[config.mk]
export PLATFORM = sky130hd
export DESIGN_NAME = tdoa_pair_table_update_flat
export DESIGN_NICKNAME = d
export VERILOG_FILES = /design/src/design/tdoa_pkg.sv /design/src/design/tdoa_if.sv /design/src/design/tdoa_ctrl.sv /design/src/design/tdoa_dpath.sv /design/src/design/tdoa_pair_table_update.sv /design/src/flat_wrapper.sv
export SDC_FILE = /design/constraint.sdc
export NUM_CORES = 1
export LEC_CHECK = 0
export BUFFER_PORTS_ARGS = -buffer_cell sky130_fd_sc_hd__buf_2
export CORE_MARGIN = 5
export CORE_UTILIZATION = 50
export CTS_CLUSTER_DIAMETER = 150
export CTS_CLUSTER_SIZE = 20
export DETAILED_ROUTE_END_ITERATION = 7
export MAX_ROUTING_LAYER = met4
export PLACE_DENSITY_LB_ADDON = 0.08
export SETUP_SLACK_MARGIN = 0.05
export SLEW_MARGIN = 25
export SYNTH_ARGS = -nofsm -noshare
export SYNTH_HDL_FRONTEND = slang
export SYNTH_SLANG_ARGS = --single-unit
[constraint.sdc]
create_clock -name i_clk -period 11.4 [get_ports i_clk]
set_input_delay 3.42 -clock i_clk [delete_from_list [all_inputs] [get_ports i_clk]]
set_output_delay 3.42 -clock i_clk [all_outputs]
set_load 0.03 [all_outputs]
[src/design/tdoa_pkg.sv]
package tdoa_pkg;

    localparam int ANCHOR_W   = 8;
    localparam int FLOAT_W    = 32;
    localparam int AGE_W      = 16;
    localparam int TIME_W     = 32;
    localparam int OUTCOME_W  = 3;
    localparam int SLOT_W     = 4;
    localparam int PAIRS_W    = 5;
    localparam int CFG_IDX_W  = 8;
    localparam int CFG_DATA_W = 16;

    localparam logic [CFG_IDX_W-1:0]  REG_MAX_AGE   = 8'd0;
    localparam logic [CFG_IDX_W-1:0]  REG_BACK_TOL  = 8'd1;
    localparam logic [CFG_DATA_W-1:0] MAX_AGE_RST   = 16'd1000;
    localparam logic [CFG_DATA_W-1:0] BACK_TOL_RST  = 16'd100;

    localparam logic [7:0]         FP_EXP_ONES = 8'hFF;
    localparam logic [FLOAT_W-1:0] FP_POS_ZERO = 32'h0000_0000;
    localparam logic [FLOAT_W-1:0] FP_SIGN     = 32'h8000_0000;

    typedef enum logic [OUTCOME_W-1:0] {
        OC_OK         = 3'd0,
        OC_BAD_IDS    = 3'd1,
        OC_NON_FINITE = 3'd2,
        OC_TOO_OLD    = 3'd3,
        OC_FULL       = 3'd4,
        OC_BACKWARDS  = 3'd5
    } t_outcome;

    typedef enum logic [1:0] {
        ST_IDLE,
        ST_CHECK,
        ST_SEARCH,
        ST_DECIDE
    } t_state;

    typedef struct packed {
        logic load;
        logic clr_idx;
        logic inc_idx;
        logic emit_pre;
        logic emit_final;
    } t_ctl_cmd;

    typedef struct packed {
        logic pre_ok;
        logic search_end;
        logic match;
        logic out_free;
    } t_ctl_sts;

endpackage

[src/design/tdoa_if.sv]
interface tdoa_in_if;
    import tdoa_pkg::*;

    logic                valid;
    logic                ready;
    logic [ANCHOR_W-1:0] anchor_first;
    logic [ANCHOR_W-1:0] anchor_second;
    logic [FLOAT_W-1:0]  diff_bits;
    logic [FLOAT_W-1:0]  diff_error_bits;
    logic [AGE_W-1:0]    sample_age;
    logic [TIME_W-1:0]   now_time;

    modport source (
        output valid, anchor_first, anchor_second, diff_bits, diff_error_bits,
               sample_age, now_time,
        input  ready
    );
    modport sink (
        input  valid, anchor_first, anchor_second, diff_bits, diff_error_bits,
               sample_age, now_time,
        output ready
    );
endinterface

interface tdoa_out_if;
    import tdoa_pkg::*;

    logic                 valid;
    logic                 ready;
    logic [OUTCOME_W-1:0] outcome;
    logic [SLOT_W-1:0]    slot_used;
    logic [PAIRS_W-1:0]   pairs_held;
    logic [TIME_W-1:0]    stamped_time;

    modport source (
        output valid, outcome, slot_used, pairs_held, stamped_time,
        input  ready
    );
    modport sink (
        input  valid, outcome, slot_used, pairs_held, stamped_time,
        output ready
    );
endinterface

interface tdoa_cfg_if;
    import tdoa_pkg::*;

    logic                  valid;
    logic                  ready;
    logic [CFG_IDX_W-1:0]  reg_index;
    logic [CFG_DATA_W-1:0] wr_data;

    modport source (
        output valid, reg_index, wr_data,
        input  ready
    );
    modport sink (
        input  valid, reg_index, wr_data,
        output ready
    );
endinterface

[src/design/tdoa_ctrl.sv]
module tdoa_ctrl (
    input  logic              i_clk,
    input  logic              i_rst_n,
    input  logic              i_in_valid,
    output logic              o_in_ready,
    input  tdoa_pkg::t_ctl_sts i_sts,
    output tdoa_pkg::t_ctl_cmd o_cmd
);
    import tdoa_pkg::*;

    t_state r_state;
    t_state n_state;

    always_ff @(posedge i_clk) begin
        if (!i_rst_n) begin
            r_state <= ST_IDLE;
        end else begin
            r_state <= n_state;
        end
    end

    always_comb begin
        n_state    = r_state;
        o_in_ready = 1'b0;
        o_cmd      = '0;
        case (r_state)
            ST_IDLE: begin
                o_in_ready = 1'b1;
                if (i_in_valid) begin
                    o_cmd.load = 1'b1;
                    n_state    = ST_CHECK;
                end
            end
            ST_CHECK: begin
                if (!i_sts.pre_ok) begin
                    if (i_sts.out_free) begin
                        o_cmd.emit_pre = 1'b1;
                        n_state        = ST_IDLE;
                    end
                end else begin
                    o_cmd.clr_idx = 1'b1;
                    n_state       = ST_SEARCH;
                end
            end
            ST_SEARCH: begin
                if (i_sts.search_end || i_sts.match) begin
                    n_state = ST_DECIDE;
                end else begin
                    o_cmd.inc_idx = 1'b1;
                end
            end
            ST_DECIDE: begin
                if (i_sts.out_free) begin
                    o_cmd.emit_final = 1'b1;
                    n_state          = ST_IDLE;
                end
            end
            default: begin
                n_state = ST_IDLE;
            end
        endcase
    end

endmodule

[src/design/tdoa_dpath.sv]
module tdoa_dpath #(
    parameter int ANCHOR_LIMIT = 16,
    parameter int TABLE_DEPTH  = 16
) (
    input  logic               i_clk,
    input  logic               i_rst_n,
    tdoa_in_if.sink            i_meas,
    tdoa_out_if.source         o_res,
    tdoa_cfg_if.sink           i_cfg,
    input  logic               i_in_ready,
    input  tdoa_pkg::t_ctl_cmd i_cmd,
    output tdoa_pkg::t_ctl_sts o_sts
);
    import tdoa_pkg::*;

    localparam int IW = (TABLE_DEPTH > 1) ? $clog2(TABLE_DEPTH) : 1;
    localparam int CW = $clog2(TABLE_DEPTH + 1);
    localparam logic [CW-1:0] DEPTH_C = CW'(TABLE_DEPTH);
    localparam logic [ANCHOR_W-1:0] LIMIT_C = ANCHOR_W'(ANCHOR_LIMIT);

    logic [CFG_DATA_W-1:0] r_max_age;
    logic [CFG_DATA_W-1:0] r_back_tol;

    logic [ANCHOR_W-1:0] r_a;
    logic [ANCHOR_W-1:0] r_b;
    logic [FLOAT_W-1:0]  r_diff;
    logic [FLOAT_W-1:0]  r_err;
    logic [AGE_W-1:0]    r_age;
    logic [TIME_W-1:0]   r_now;
    logic [TIME_W-1:0]   r_stamp;

    logic [CW-1:0] r_count;
    logic [CW-1:0] r_idx;
    logic [CW-1:0] n_idx;

    logic [ANCHOR_W-1:0] mem_lo    [TABLE_DEPTH];
    logic [ANCHOR_W-1:0] mem_hi    [TABLE_DEPTH];
    logic [FLOAT_W-1:0]  mem_diff  [TABLE_DEPTH];
    logic [FLOAT_W-1:0]  mem_err   [TABLE_DEPTH];
    logic [TIME_W-1:0]   mem_stamp [TABLE_DEPTH];
    logic [AGE_W-1:0]    mem_age   [TABLE_DEPTH];

    logic [ANCHOR_W-1:0] r_rd_lo;
    logic [ANCHOR_W-1:0] r_rd_hi;
    logic [TIME_W-1:0]   r_rd_stamp;

    logic                r_ov;
    t_outcome            r_oc;
    logic [SLOT_W-1:0]   r_oslot;
    logic [PAIRS_W-1:0]  r_opairs;
    logic [TIME_W-1:0]   r_ostamp;

    logic                swap;
    logic [ANCHOR_W-1:0] lo;
    logic [ANCHOR_W-1:0] hi;
    t_outcome            pre_code;
    logic [TIME_W-1:0]   stamp;
    logic                found;
    logic                full;
    logic [TIME_W-1:0]   delta;
    logic [TIME_W-1:0]   back_mag;
    logic                backwards;
    t_outcome            fin_code;
    logic                do_write;
    logic [31:0]         slot_ext;
    logic [31:0]         pairs_ext;
    logic [31:0]         count_ext;

    assign i_meas.ready = i_in_ready;
    assign i_cfg.ready  = 1'b1;

    always_ff @(posedge i_clk) begin
        if (!i_rst_n) begin
            r_max_age  <= MAX_AGE_RST;
            r_back_tol <= BACK_TOL_RST;
        end else if (i_cfg.valid) begin
            if (i_cfg.reg_index == REG_MAX_AGE) begin
                r_max_age <= i_cfg.wr_data;
            end else if (i_cfg.reg_index == REG_BACK_TOL) begin
                r_back_tol <= i_cfg.wr_data;
            end
        end
    end

    always_ff @(posedge i_clk) begin
        if (i_cmd.load) begin
            r_a     <= i_meas.anchor_first;
            r_b     <= i_meas.anchor_second;
            r_diff  <= i_meas.diff_bits;
            r_err   <= i_meas.diff_error_bits;
            r_age   <= i_meas.sample_age;
            r_now   <= i_meas.now_time;
        end
        if (i_cmd.clr_idx) begin
            r_stamp <= stamp;
        end
    end

    always_comb begin
        swap = (r_b < r_a);
        lo   = swap ? r_b : r_a;
        hi   = swap ? r_a : r_b;
        stamp = (TIME_W'(r_age) > r_now) ? '0 : (r_now - TIME_W'(r_age));
        if (r_a >= LIMIT_C || r_b >= LIMIT_C || r_a == r_b) begin
            pre_code = OC_BAD_IDS;
        end else if (r_diff[30:23] == FP_EXP_ONES || r_err[30:23] == FP_EXP_ONES) begin
            pre_code = OC_NON_FINITE;
        end else if (r_age > r_max_age) begin
            pre_code = OC_TOO_OLD;
        end else begin
            pre_code = OC_OK;
        end
    end

    always_comb begin
        if (i_cmd.clr_idx) begin
            n_idx = '0;
        end else if (i_cmd.inc_idx) begin
            n_idx = r_idx + 1'b1;
        end else begin
            n_idx = r_idx;
        end
    end

    always_ff @(posedge i_clk) begin
        if (!i_rst_n) begin
            r_idx <= '0;
        end else begin
            r_idx <= n_idx;
        end
    end

    always_ff @(posedge i_clk) begin
        r_rd_lo    <= mem_lo[n_idx[IW-1:0]];
        r_rd_hi    <= mem_hi[n_idx[IW-1:0]];
        r_rd_stamp <= mem_stamp[n_idx[IW-1:0]];
    end

    always_comb begin
        found     = (r_idx < r_count);
        full      = !found && (r_count == DEPTH_C);
        delta     = r_stamp - r_rd_stamp;
        back_mag  = r_rd_stamp - r_stamp;
        backwards = found && delta[TIME_W-1] && (back_mag > TIME_W'(r_back_tol));
        if (full) begin
            fin_code = OC_FULL;
        end else if (backwards) begin
            fin_code = OC_BACKWARDS;
        end else begin
            fin_code = OC_OK;
        end
        do_write = i_cmd.emit_final && (fin_code == OC_OK);
    end

    always_ff @(posedge i_clk) begin
        if (do_write) begin
            mem_lo[r_idx[IW-1:0]]    <= lo;
            mem_hi[r_idx[IW-1:0]]    <= hi;
            mem_diff[r_idx[IW-1:0]]  <= swap ? (r_diff ^ FP_SIGN) : r_diff;
            mem_err[r_idx[IW-1:0]]   <= r_err[FLOAT_W-1] ? FP_POS_ZERO : r_err;
            mem_stamp[r_idx[IW-1:0]] <= r_stamp;
            mem_age[r_idx[IW-1:0]]   <= r_age;
        end
    end

    always_ff @(posedge i_clk) begin
        if (!i_rst_n) begin
            r_count <= '0;
        end else if (do_write && !found) begin
            r_count <= r_count + 1'b1;
        end
    end

    assign slot_ext  = 32'(r_idx);
    assign count_ext = 32'(r_count);
    assign pairs_ext = do_write && !found ? (count_ext + 32'd1) : count_ext;

    always_ff @(posedge i_clk) begin
        if (!i_rst_n) begin
            r_ov <= 1'b0;
        end else if (i_cmd.emit_pre || i_cmd.emit_final) begin
            r_ov <= 1'b1;
        end else if (o_res.ready) begin
            r_ov <= 1'b0;
        end
    end

    always_ff @(posedge i_clk) begin
        if (i_cmd.emit_pre) begin
            r_oc     <= pre_code;
            r_oslot  <= '0;
            r_opairs <= count_ext[PAIRS_W-1:0];
            r_ostamp <= '0;
        end else if (i_cmd.emit_final) begin
            r_oc     <= fin_code;
            r_oslot  <= (fin_code == OC_OK) ? slot_ext[SLOT_W-1:0] : '0;
            r_opairs <= pairs_ext[PAIRS_W-1:0];
            r_ostamp <= (fin_code == OC_FULL) ? '0 : r_stamp;
        end
    end

    assign o_res.valid        = r_ov;
    assign o_res.outcome      = r_oc;
    assign o_res.slot_used    = r_oslot;
    assign o_res.pairs_held   = r_opairs;
    assign o_res.stamped_time = r_ostamp;

    assign o_sts.pre_ok     = (pre_code == OC_OK);
    assign o_sts.search_end = !found;
    assign o_sts.match      = found && (r_rd_lo == lo) && (r_rd_hi == hi);
    assign o_sts.out_free   = !r_ov || o_res.ready;

endmodule

[src/design/tdoa_pair_table_update.sv]
// Range-difference pair table update. One measurement item enters on i_meas;
// one result item leaves on o_res for each, in order. An item rejected
// by the id, finiteness or age checks is answered from the check state;
// any other item, after accept and check, is scanned: one stored anchor
// pair per cycle is read from the table until the pair matches or the
// filled part ends, then the decide state decides, writes and answers.
// The result register lets the next item be taken while a result waits.
// Configuration: index 0 max_age_limit (reset 1000), index 1
// backwards_tolerance (reset 100); other indexes are ignored. Write only
// while the block holds no item in flight.
module tdoa_pair_table_update #(
    parameter int ANCHOR_LIMIT = 16,
    parameter int TABLE_DEPTH  = 16
) (
    input  logic        i_clk,
    input  logic        i_rst_n,
    tdoa_in_if.sink     i_meas,
    tdoa_out_if.source  o_res,
    tdoa_cfg_if.sink    i_cfg
);
    import tdoa_pkg::*;

    t_ctl_cmd w_cmd;
    t_ctl_sts w_sts;
    logic     w_in_ready;

    tdoa_ctrl u_ctrl (
        .i_clk      (i_clk),
        .i_rst_n    (i_rst_n),
        .i_in_valid (i_meas.valid),
        .o_in_ready (w_in_ready),
        .i_sts      (w_sts),
        .o_cmd      (w_cmd)
    );

    tdoa_dpath #(
        .ANCHOR_LIMIT (ANCHOR_LIMIT),
        .TABLE_DEPTH  (TABLE_DEPTH)
    ) u_dpath (
        .i_clk      (i_clk),
        .i_rst_n    (i_rst_n),
        .i_meas     (i_meas),
        .o_res      (o_res),
        .i_cfg      (i_cfg),
        .i_in_ready (w_in_ready),
        .i_cmd      (w_cmd),
        .o_sts      (w_sts)
    );

endmodule

[src/flat_wrapper.sv]
// flat-port wrapper written by rule: the top's interface ports become plain ports
module tdoa_pair_table_update_flat import tdoa_pkg::*;
#(
    parameter int ANCHOR_LIMIT = 16,
    parameter int TABLE_DEPTH  = 16
)
  (i_clk, i_rst_n, i_meas_valid, i_meas_anchor_first, i_meas_anchor_second, i_meas_diff_bits, i_meas_diff_error_bits, i_meas_sample_age, i_meas_now_time, i_meas_ready, o_res_valid, o_res_outcome, o_res_slot_used, o_res_pairs_held, o_res_stamped_time, o_res_ready, i_cfg_valid, i_cfg_reg_index, i_cfg_wr_data, i_cfg_ready);
  tdoa_in_if i_meas_i ();
  tdoa_out_if o_res_i ();
  tdoa_cfg_if i_cfg_i ();
  input  logic i_clk;
  input  logic i_rst_n;
  input wire logic [$bits(i_meas_i.valid)-1:0] i_meas_valid;
  input wire logic [$bits(i_meas_i.anchor_first)-1:0] i_meas_anchor_first;
  input wire logic [$bits(i_meas_i.anchor_second)-1:0] i_meas_anchor_second;
  input wire logic [$bits(i_meas_i.diff_bits)-1:0] i_meas_diff_bits;
  input wire logic [$bits(i_meas_i.diff_error_bits)-1:0] i_meas_diff_error_bits;
  input wire logic [$bits(i_meas_i.sample_age)-1:0] i_meas_sample_age;
  input wire logic [$bits(i_meas_i.now_time)-1:0] i_meas_now_time;
  output wire logic [$bits(i_meas_i.ready)-1:0] i_meas_ready;
  output wire logic [$bits(o_res_i.valid)-1:0] o_res_valid;
  output wire logic [$bits(o_res_i.outcome)-1:0] o_res_outcome;
  output wire logic [$bits(o_res_i.slot_used)-1:0] o_res_slot_used;
  output wire logic [$bits(o_res_i.pairs_held)-1:0] o_res_pairs_held;
  output wire logic [$bits(o_res_i.stamped_time)-1:0] o_res_stamped_time;
  input wire logic [$bits(o_res_i.ready)-1:0] o_res_ready;
  input wire logic [$bits(i_cfg_i.valid)-1:0] i_cfg_valid;
  input wire logic [$bits(i_cfg_i.reg_index)-1:0] i_cfg_reg_index;
  input wire logic [$bits(i_cfg_i.wr_data)-1:0] i_cfg_wr_data;
  output wire logic [$bits(i_cfg_i.ready)-1:0] i_cfg_ready;
  assign i_meas_i.valid = i_meas_valid;
  assign i_meas_i.anchor_first = i_meas_anchor_first;
  assign i_meas_i.anchor_second = i_meas_anchor_second;
  assign i_meas_i.diff_bits = i_meas_diff_bits;
  assign i_meas_i.diff_error_bits = i_meas_diff_error_bits;
  assign i_meas_i.sample_age = i_meas_sample_age;
  assign i_meas_i.now_time = i_meas_now_time;
  assign i_meas_ready = i_meas_i.ready;
  assign o_res_valid = o_res_i.valid;
  assign o_res_outcome = o_res_i.outcome;
  assign o_res_slot_used = o_res_i.slot_used;
  assign o_res_pairs_held = o_res_i.pairs_held;
  assign o_res_stamped_time = o_res_i.stamped_time;
  assign o_res_i.ready = o_res_ready;
  assign i_cfg_i.valid = i_cfg_valid;
  assign i_cfg_i.reg_index = i_cfg_reg_index;
  assign i_cfg_i.wr_data = i_cfg_wr_data;
  assign i_cfg_ready = i_cfg_i.ready;
  tdoa_pair_table_update #(.ANCHOR_LIMIT(ANCHOR_LIMIT), .TABLE_DEPTH(TABLE_DEPTH)) u_core (.i_clk(i_clk), .i_rst_n(i_rst_n), .i_meas(i_meas_i), .o_res(o_res_i), .i_cfg(i_cfg_i));
endmodule
==> results.cfg <==
[outcome]
status = complete, no violations

[synth]
ys_seq_area_frac = 0.671
synthFlopType = edfxtp_1
ys_types = 86
synth.net_count = 3425
synth_warnings = 0
synth_area_sq_um = 43600
synthCells = 3138
syn_avg_cell_area_sq_um = 13.9
ys_ff_latch = 1017
synth_edf_count = 888
synthArstFlopShare = 0

[route]
wl_per_cell_um = 25.7
drt.antenna.violating_nets = 0
vias = 26287
drc = 0
vias_per_cell = 5.91
drt_first_pass_iters = 7
first_iter_violations = 2098
drt_wl_total_um = 114000

[critical_path]
crit_fanout = 25
rr_worst_depth = 21
crit_top_cell = ha_1
critPathLaunchType = register
worstPathRequired_ns = 11.68
worst_path_max_delay_cell = and4b_2
crit_type = register to register
arrival_ns = 8.59
cpPeakStageDelay_ns = 1.05
critPathCaptureType = register
path_cells = ha_1, fa_1, nand2b_1, a21boi_0, o21ai_1, a21bo_2, a31oi_1, o21a_1, nor2_1, xnor2_1, ha_1, nand4_1, or3_1, o21ai_0, nor4b_1, o2111ai_1, a2111oi_0, a31oi_2, nor2b_2, and4b_2, buf_4

[clocking]
cts_setup_buffers = 0
cts.clk_slew.worst_paths_ns = 0.08
hold_buffers = 0
clock_latency_ns = 0.67
cts_made_buffers = 56
cts_tree = yes
h-tree-depth = 2
cts-resized-gates = 0
root_buffer = clkbuf_16
ctsLongestPathBuffers = 3
clock_sink_count = 1017

[timing]
setup_violations = 0
clock-skew-final_ns = 0.0309
finalCritPeriodShare = 0.729
post-route-worst-setup-slack_ns = 3.09
worst_pin_slew_ns = 1.09
rsz0062_at_grt = false
whs_ns = 0.484
finalHoldViolations = 0
slew_violations = 0
fmax_mhz = 120
maxSlewHeadroom = 0.275
setup_tns_ns = 0
fin_crit_ns = 8.31

[power]
swShare = 0.207
p_leak_uw = 0.0166
pwr-share-clk = 0.329
ir_drop_mv = 0.131
p_comb_frac = 0.032
intPower_uw = 5070
power_density_nw_per_um2 = 136
switchingPower_uw = 1320
seq_power_share = 0.639

[floorplan]
die_h_um = 305
core_area_sq_um = 86600
start_util = 0.503
die_area_sq_um = 93200
die_w_um = 305
std_cell_rows = 108
pin_count = 204

[run]
max_cap_viol_count = 0

[placement]
hpwl_um = 67800
portBuffers = 154
gp_congestion = 0.968
dpl_worst_slack_ns = 2.99

[global_routing]
grt-ovfl-total = 0
grt_pass1_wl_um = 169000
antenna_found_initial = 1
track_usage = 0.246
grt_pass1_vias = 26301
grt_max_degree = 128

[hold_path]
hold_depth = 1
min_path_type = register to register

[final_layout]
drive_gt1_frac = 0.105
nNetsFinal = 3537
num-fill-cells = 7137
area.growth.synth_to_final_pct = 8.11
antenna_cells = 0
## sequential cells by signal, summed over array words and instances (netlist names), 8 cells and up
name                               count
u_core.u_dpath.r_a                     8
u_core.u_dpath.r_back_tol             16
u_core.u_dpath.r_rd_stamp             32
u_core.u_dpath.r_age                  16
u_core.u_dpath.r_stamp                32
u_core.u_dpath.r_rd_lo                 8
u_core.u_dpath.mem_lo                128
u_core.u_dpath.r_diff                  8
u_core.u_dpath.r_now                  32
u_core.u_dpath.o_res.stamped_time     32
u_core.u_dpath.mem_stamp             512
u_core.u_dpath.r_max_age              16
u_core.u_dpath.r_err                   8
u_core.u_dpath.mem_hi                128
u_core.u_dpath.r_rd_hi                 8
u_core.u_dpath.r_b                     8
## cells in the final DEF, fill, tap and decap left out, types with 13 or more instances in the layout
cell,n
edfxtp_1,888
nand2_1,376
mux2i_1,258
inv_1,166
buf_2,154
dfxtp_1,129
ha_1,128
a21oi_1,127
a221o_1,80
nor2_1,78
and3_1,62
nand3_1,61
a311oi_1,60
clkbuf_16,56
buf_4,52
o21ai_0,47
clkbuf_1,44
nor2b_1,37
a22o_1,36
or3_1,35
xnor2_1,32
a21o_1,32
xor2_1,30
nand4_1,27
mux2_2,27
nor3_1,23
a221oi_1,20
nor4_1,18
a2bb2oi_1,18
nand2b_1,17
o211ai_1,13
## through the flow
stage	instance area, sq um	util	std cells	power, uW
global route	47100	0.544	4451	6620
detailed placement	45500	0.525	4346	4370
floorplan	43600	-	3138	4290
global placement	45500	0.525	4345	4370
finish	47100	0.544	4451	6390
CTS	47100	0.544	4450	6440
## logic make-up (layout without fill, tap and decap cells)
kind of cell | after synthesis | count (layout) | share of synthesized area
flops | 1017 | 1017 | 0.671
simple gates | 785 | 785 | 0.0852
compound gates | 533 | 533 | 0.0918
buf+inv | 322 | 480 | 0.0347
mux | 288 | 288 | 0.0674
fa+ha+maj | 130 | 130 | 0.0376
xor+xnor | 62 | 62 | 0.0125
other cells | 1 | 1 | 0.0000860
## area by class of cell
cell class              count  area [sq um]  share of cell area
repair buffers            209          1220              0.0259
clock inverters             4          50.0             0.00106
multi-input cells        1799         13000               0.275
clock buffers             100          1570              0.0332
well taps                1155          1450              0.0307
inverters                 167           627              0.0133
flip-flops and latches   1017         29200               0.620
## power by group through the flow
stage                     Clock (uW)  Combinational, uW  Sequential, uW
after global routing            2310                225            4090
after floorplan                    0                119            4170
after detailed placement           0                203            4170
after global placement             0                197            4170
final                           2100                205            4080
after CTS                       2150                204            4080
## worst max-delay path, delay by kind of cell (launching register included)
| family | cells | cell delay, ns |
|---|---|---|
| AND/OR/NAND/NOR | 7 | 2.70 |
| flip-flops | 1 | 0.66 |
| buffers and inverters | 1 | 0.59 |
| XOR/XNOR | 1 | 0.16 |
| adder cells (fa/ha/maj) | 3 | 1.14 |
| AO/OA/AOI/OAI | 9 | 2.63 |
## layer usage
layer	vias up	track usage	wire length [um]
met4	0	0.0636	3270
li1	12042	-	-
met3	177	0.0262	5700
met1	13290	0.333	50200
met2	778	0.403	55000
met5	-	-	0
## cell usage after synthesis (5+ instances only)
cell       count  share of area
and4_1         8         0.0016
nand2b_1      17         0.0024
a21oi_1      127          0.015
and2_1        11         0.0016
nor3_1        23         0.0026
or2_2          6        0.00086
inv_1        166          0.014
or3_1         35         0.0050
buf_4         11         0.0019
mux2_2        27         0.0070
and3_1        66         0.0095
dfxtp_1      129          0.059
buf_1          5        0.00043
nand2_1      377          0.032
a31oi_1        8         0.0011
nand3_1       62         0.0071
mux2i_1      258          0.059
o21ai_0       50         0.0057
a21boi_0       8         0.0014
a221oi_1      20         0.0040
a221o_1       80          0.018
xnor2_1       32         0.0064
o21bai_1       8         0.0014
nor2b_1       38         0.0055
nor4_1        18         0.0026
a311oi_1      60          0.012
xor2_1        30         0.0060
nor2_1        80         0.0069
ha_1         128          0.037
a211oi_1       8         0.0014
o211ai_1      13         0.0022
buf_6         26         0.0067
a2bb2oi_1     18         0.0036
nand4_1       27         0.0039
buf_2         37         0.0042
a22o_1        36         0.0072
a21o_1        32         0.0055
o21a_1         9         0.0015
edfxtp_1     888           0.61
clkbuf_1      74         0.0064
## path summary, 6_finish.rpt
kind / end / startpoint / slack [ns]
max reg2reg: u_core.u_dpath.mem_stamp[10][28] / u_core.u_dpath.r_stamp[0] / 3.09
min: u_core.u_dpath.o_res.stamped_time[12] / u_core.u_dpath.o_res.stamped_time[12] / 0.48
min reg2reg: u_core.u_dpath.o_res.stamped_time[12] / u_core.u_dpath.o_res.stamped_time[12] / 0.48
max: u_core.u_dpath.mem_stamp[10][28] / u_core.u_dpath.r_stamp[0] / 3.09
No activity file was read; power rests on OpenSTA's default activity.
